==> config.mk <==
export PLATFORM = sky130hd
export DESIGN_NAME = wsgsa_ctrl
export DESIGN_NICKNAME = d
export VERILOG_FILES = /design/src/hdl/wsgsa_pkg.sv /design/src/hdl/wsgsa_ctrl.sv
export SDC_FILE = /design/constraint.sdc
export NUM_CORES = 1
export LEC_CHECK = 0
export BUFFER_PORTS_ARGS = -buffer_cell sky130_fd_sc_hd__buf_2
export CORE_AREA = 4 4 41 43
export CTS_BUF_LIST = sky130_fd_sc_hd__clkbuf_4
export DETAILED_ROUTE_END_ITERATION = 10
export DIE_AREA = 0 0 45 47
export PLACE_DENSITY = 0.6
export SYNTH_ARGS = -nofsm -noshare
export SYNTH_HDL_FRONTEND = slang
export SYNTH_SLANG_ARGS = --single-unit
==> constraint.sdc <==
create_clock -name clk -period 1.2 [get_ports clk]
set_input_delay 0.24 -clock clk [delete_from_list [all_inputs] [get_ports clk]]
set_output_delay 0.24 -clock clk [all_outputs]
set_load 0.02 [all_outputs]
==> src/hdl/wsgsa_pkg.sv <==
// shared types and constants of the wrapped subgrid gather / scatter-add block
package wsgsa_pkg;

  // fixed field widths
  localparam int CORNER_W    = 16;
  localparam int LOCAL_W     = 3;
  localparam int COIL_W      = 3;
  localparam int BASIS_W     = 2;
  localparam int SAMPLE_W    = 16;
  localparam int PART_W      = 32;
  localparam int IN_TDATA_W  = 96;
  localparam int OUT_TDATA_W = 64;

  // configuration port
  localparam int CFG_IDX_W  = 3;
  localparam int CFG_DATA_W = 5;
  localparam int COUNT_W    = 4;

  localparam logic [CFG_IDX_W-1:0] CFG_SIZE_X     = 3'd0;
  localparam logic [CFG_IDX_W-1:0] CFG_SIZE_Y     = 3'd1;
  localparam logic [CFG_IDX_W-1:0] CFG_SIZE_Z     = 3'd2;
  localparam logic [CFG_IDX_W-1:0] CFG_COIL_COUNT = 3'd3;
  localparam logic [CFG_IDX_W-1:0] CFG_HAS_VCC    = 3'd4;

  localparam logic [CFG_DATA_W-1:0] SIZE_RESET       = 5'd16;
  localparam logic [COUNT_W-1:0]    COIL_COUNT_RESET = 4'd4;

  // wrap remainder unit: one magnitude bit per step
  localparam int MAG_W     = 16;
  localparam int DIV_STEPS = 16;
  localparam int STEP_W    = 4;

  // 1/sqrt2 in q1.15 and the matching right shift
  localparam logic signed [15:0] INV_SQRT2_Q15 = 16'sd23170;
  localparam int                 Q15_SHIFT     = 15;

  typedef enum logic [2:0] {
    ST_CLEAR,
    ST_IDLE,
    ST_WRAP,
    ST_FIX,
    ST_ADDR,
    ST_READ,
    ST_MUL,
    ST_FIN
  } state_t;

  typedef struct packed {
    logic load;
    logic div_step;
    logic fix;
    logic addr;
    logic rd;
    logic mul;
    logic fin;
    logic clr;
  } dp_cmd_t;

  typedef struct packed {
    logic clr_done;
    logic is_scatter;
    logic out_busy;
  } dp_stat_t;

endpackage

==> src/hdl/wsgsa_ctrl.sv <==
// sequencing state machine: clearing pass, wrap steps, fold, address, read, scale, write back or output
module wsgsa_ctrl (
  input  logic                clk,
  input  logic                rst,
  input  logic                s_tvalid,
  output logic                s_tready,
  input  wsgsa_pkg::dp_stat_t stat,
  output wsgsa_pkg::dp_cmd_t  cmd
);
  import wsgsa_pkg::*;

  state_t            state, state_next;
  logic [STEP_W-1:0] step, step_next;

  always_ff @(posedge clk) begin
    if (rst) begin
      state <= ST_CLEAR;
      step  <= '0;
    end else begin
      state <= state_next;
      step  <= step_next;
    end
  end

  always_comb begin
    cmd        = '0;
    s_tready   = 1'b0;
    state_next = state;
    step_next  = step;
    case (state)
      ST_CLEAR: begin
        cmd.clr = 1'b1;
        if (stat.clr_done) state_next = ST_IDLE;
      end
      ST_IDLE: begin
        s_tready = 1'b1;
        if (s_tvalid) begin
          cmd.load   = 1'b1;
          step_next  = '0;
          state_next = ST_WRAP;
        end
      end
      ST_WRAP: begin
        cmd.div_step = 1'b1;
        step_next    = step + 1'b1;
        if (step == STEP_W'(DIV_STEPS - 1)) state_next = ST_FIX;
      end
      ST_FIX: begin
        cmd.fix    = 1'b1;
        state_next = ST_ADDR;
      end
      ST_ADDR: begin
        cmd.addr   = 1'b1;
        state_next = ST_READ;
      end
      ST_READ: begin
        cmd.rd     = 1'b1;
        state_next = ST_MUL;
      end
      ST_MUL: begin
        cmd.mul    = 1'b1;
        state_next = ST_FIN;
      end
      ST_FIN: begin
        // a gather waits for the output register to free up
        if (stat.is_scatter || !stat.out_busy) begin
          cmd.fin    = 1'b1;
          state_next = ST_IDLE;
        end
      end
      default: state_next = ST_IDLE;
    endcase
  end

endmodule

==> flow_summary.yaml <==
setup_path:
  reg2reg_from: "state[0]"
  reg2reg_to: "step[0]"
  cp.required_ps: 960
  rrSetupSlack_ps: -10
  path_max_fanout: 6
  crit_path_end_kind: "output pin"
  rr_worst_depth: 5
  cp.arrival_ps: 1110
  criticalPathCategory: "reg -> out"
  cp-start-kind: "register"
clock_network:
  h-tree-depth: 1
  root_buffer: "clkbuf_4"
  clock_path_buffers: 2
  cts.sinks: 7
  cts_tree: "built"
  cts.clk_slew.worst_paths_ps: 50
  clk_latency_ps: 250
  numCtsBuffers: 3
place:
  placed_cells: 88
  numPortBuffers: 14
  gp_congestion: 0.773
  hpwl_um: 855
die:
  ios: 15
  coreArea_um2: 1300
  fp.dieW_um: 45
  num_rows: 13
  die-area_um2: 2120
  die_y_um: 47
  start_util: 0.346
min_path:
  hp-start: "rst"
  hold_end: "step[0]"
  holdPathStages: 2
  min-delay-path-class: "in -> reg"
route:
  route.vias.total: 488
  firstDrtPassIters: 5
  first_iter_violations: 13
  drc: 0
  avgViaCountPerCell: 5.03
  ant_nets: 0
  wl_per_cell_um: 12.5
  wl_mm: 1.22
finish:
  drive_gt1_frac: 0.573
  fillCellCount: 121
  area_delta_synth_final_pct: 66.9
  instances_no_fill: 97
  nNetsFinal: 90
  utilization: 0.578
  antenna_cells: 0
synthesis:
  synth_mux_area_frac: 0.0222
  yosys_warnings: 0
  synth-simple-area-share: 0.328
  synthXorXnorAreaFrac: 0
  synthAdderAreaFrac: 0.0278
  synthCells: 53
  avgSynthCellArea_um2: 8.50
  ys_seq_area_frac: 0.311
  synth_compound_area_frac: 0.217
  yosysUniqueCellTypes: 28
  synth_top_family_by_area: "simple AND/OR/NAND/NOR gates"
  syn_nets: 60
  synth_seq_cells: 7
  syn_area_um2: 450
timing:
  finalSetupTns_ps: -936
  fin_skew_ps: 0.186
  slew_headroom: 0.827
  hold_slack_ps: 273
  period_needed_ps: 1350
  max_clock_freq_mhz: 743
  setup_viol: 10
  post-route-period-util: 1.12
  slew_viol_final: 0
  fin_ws_ps: -146
  hold_viol: 0
  tightestPinTransition_ps: 259
  rsz0062_at_grt: "true"
status:
  status: "finished, violations left"
  violations: "negative setup slack"
global_routing:
  grt_max_degree: 10
  grt_pass1_wl_mm: 2.12
  grt_usage: 0.139
  grt_pass1_vias: 511
  antenna_found_initial: 0
  grt-ovfl-total: 0
power:
  finalPower_mw: 0.692
  vdd_ir_drop_max_uv: 611
  p_per_area_nw_per_um2: 920
  power.leakage_nw: 0.342
flow_run:
  cap_violations: 0
==> per-stage QoR <==
stage / instance area, µm² / setup slack (ps)
CTS: 732 / -170
finish: 752 / -146
floorplan: 469 / -44.1
detailed placement: 596 / -121
global placement: 596 / -61.2
global route: 752 / -214
==> worst max-delay path: stages (launching register included) <==
cell     delay (ps)
dfxtp_4         390
nor3b_4         200
and2_4          160
buf_6           100
==> worst max-delay path by stage <==
stage	endpoint	start
after floorplan	cmd[7]	state[2]
after global placement	cmd[1]	state[2]
after detailed placement	cmd[1]	state[2]
after CTS	cmd[1]	state[0]
after global routing	cmd[1]	state[2]
final	cmd[7]	state[0]
==> metal layers <==
| metal | up-vias | track usage | wire [µm] |
|---|---|---|---|
| li1 | 249 | - | - |
| met4 | 0 | 0.0175 | 0 |
| met2 | 14 | 0.251 | 632 |
| met3 | 0 | 0.0728 | 69 |
| met1 | 225 | 0.146 | 514 |
| met5 | - | 0 | 0 |
==> kinds of logic after synthesis <==
family,Yosys count
DFF,7
adders and majority gates,1
buffers and inverters,8
muxes,1
and+or+nand+nor,23
AOI/OAI and AO/OA,13
==> repair_timing <==
item / CTS / global route
hold endpoints to repair: 0 / 0
pin swaps: 7 / 5
setup endpoints to repair: 11 / 13
gates resized for setup: 26 / 4
setup buffers: 4 / 1
hold buffers: 0 / 0
==> flip-flops by register name (all words and copies together) (netlist names) <==
name and flops:
state 3, step 4
==> area by class of cell <==
type	instances	area (µm²)	area share
multi-input cells	38	305	0.406
flip-flops and latches	7	151	0.201
inverters	4	15.0	0.0200
well taps	15	18.8	0.0250
clock buffers	4	30.0	0.0399
repair buffers	29	231	0.308
==> synthesized netlist by cell type (all sizes together) <==
master	n	share of area
and3b	1	0.019
and4b	1	0.022
nor2b	1	0.014
nand3	2	0.022
a21o	2	0.033
and2	1	0.014
o32ai	1	0.019
o21ai	2	0.022
mux2i	1	0.022
a211oi	2	0.044
ha	1	0.028
nor3b	2	0.069
buf	4	0.061
nand2b	4	0.056
dfxtp	7	0.31
o211ai	1	0.017
nand3b	1	0.017
inv	4	0.033
nand2	2	0.017
nor3	4	0.044
o221a	1	0.025
a31oi	4	0.056
nor2	4	0.033
==> placed cells by master (no fill, tap or decap), types with 2 or more instances in the layout <==
cell      Yosys  final
nand3_1       2      2
nor3_2        0      3
a21o_1        2      2
buf_4         1     17
inv_2         0      2
buf_2         1      5
nor2_1        4      4
nand2b_1      4      4
a31oi_1       4      4
dfxtp_1       7      4
buf_6         1      7
nor3b_4       1      2
dfxtp_4       0      3
clkbuf_4      0      4
inv_1         4      2
==> power by group <==
part	total, mW	switching, mW	internal (mW)	leakage (nW)
sequential	0.260	0.0191	0.241	0.0590
clock	0.234	0.0851	0.149	0.0184
combinational	0.197	0.0899	0.107	0.264
total	0.692	0.194	0.498	0.342
No activity file was read; power rests on OpenSTA's default activity.
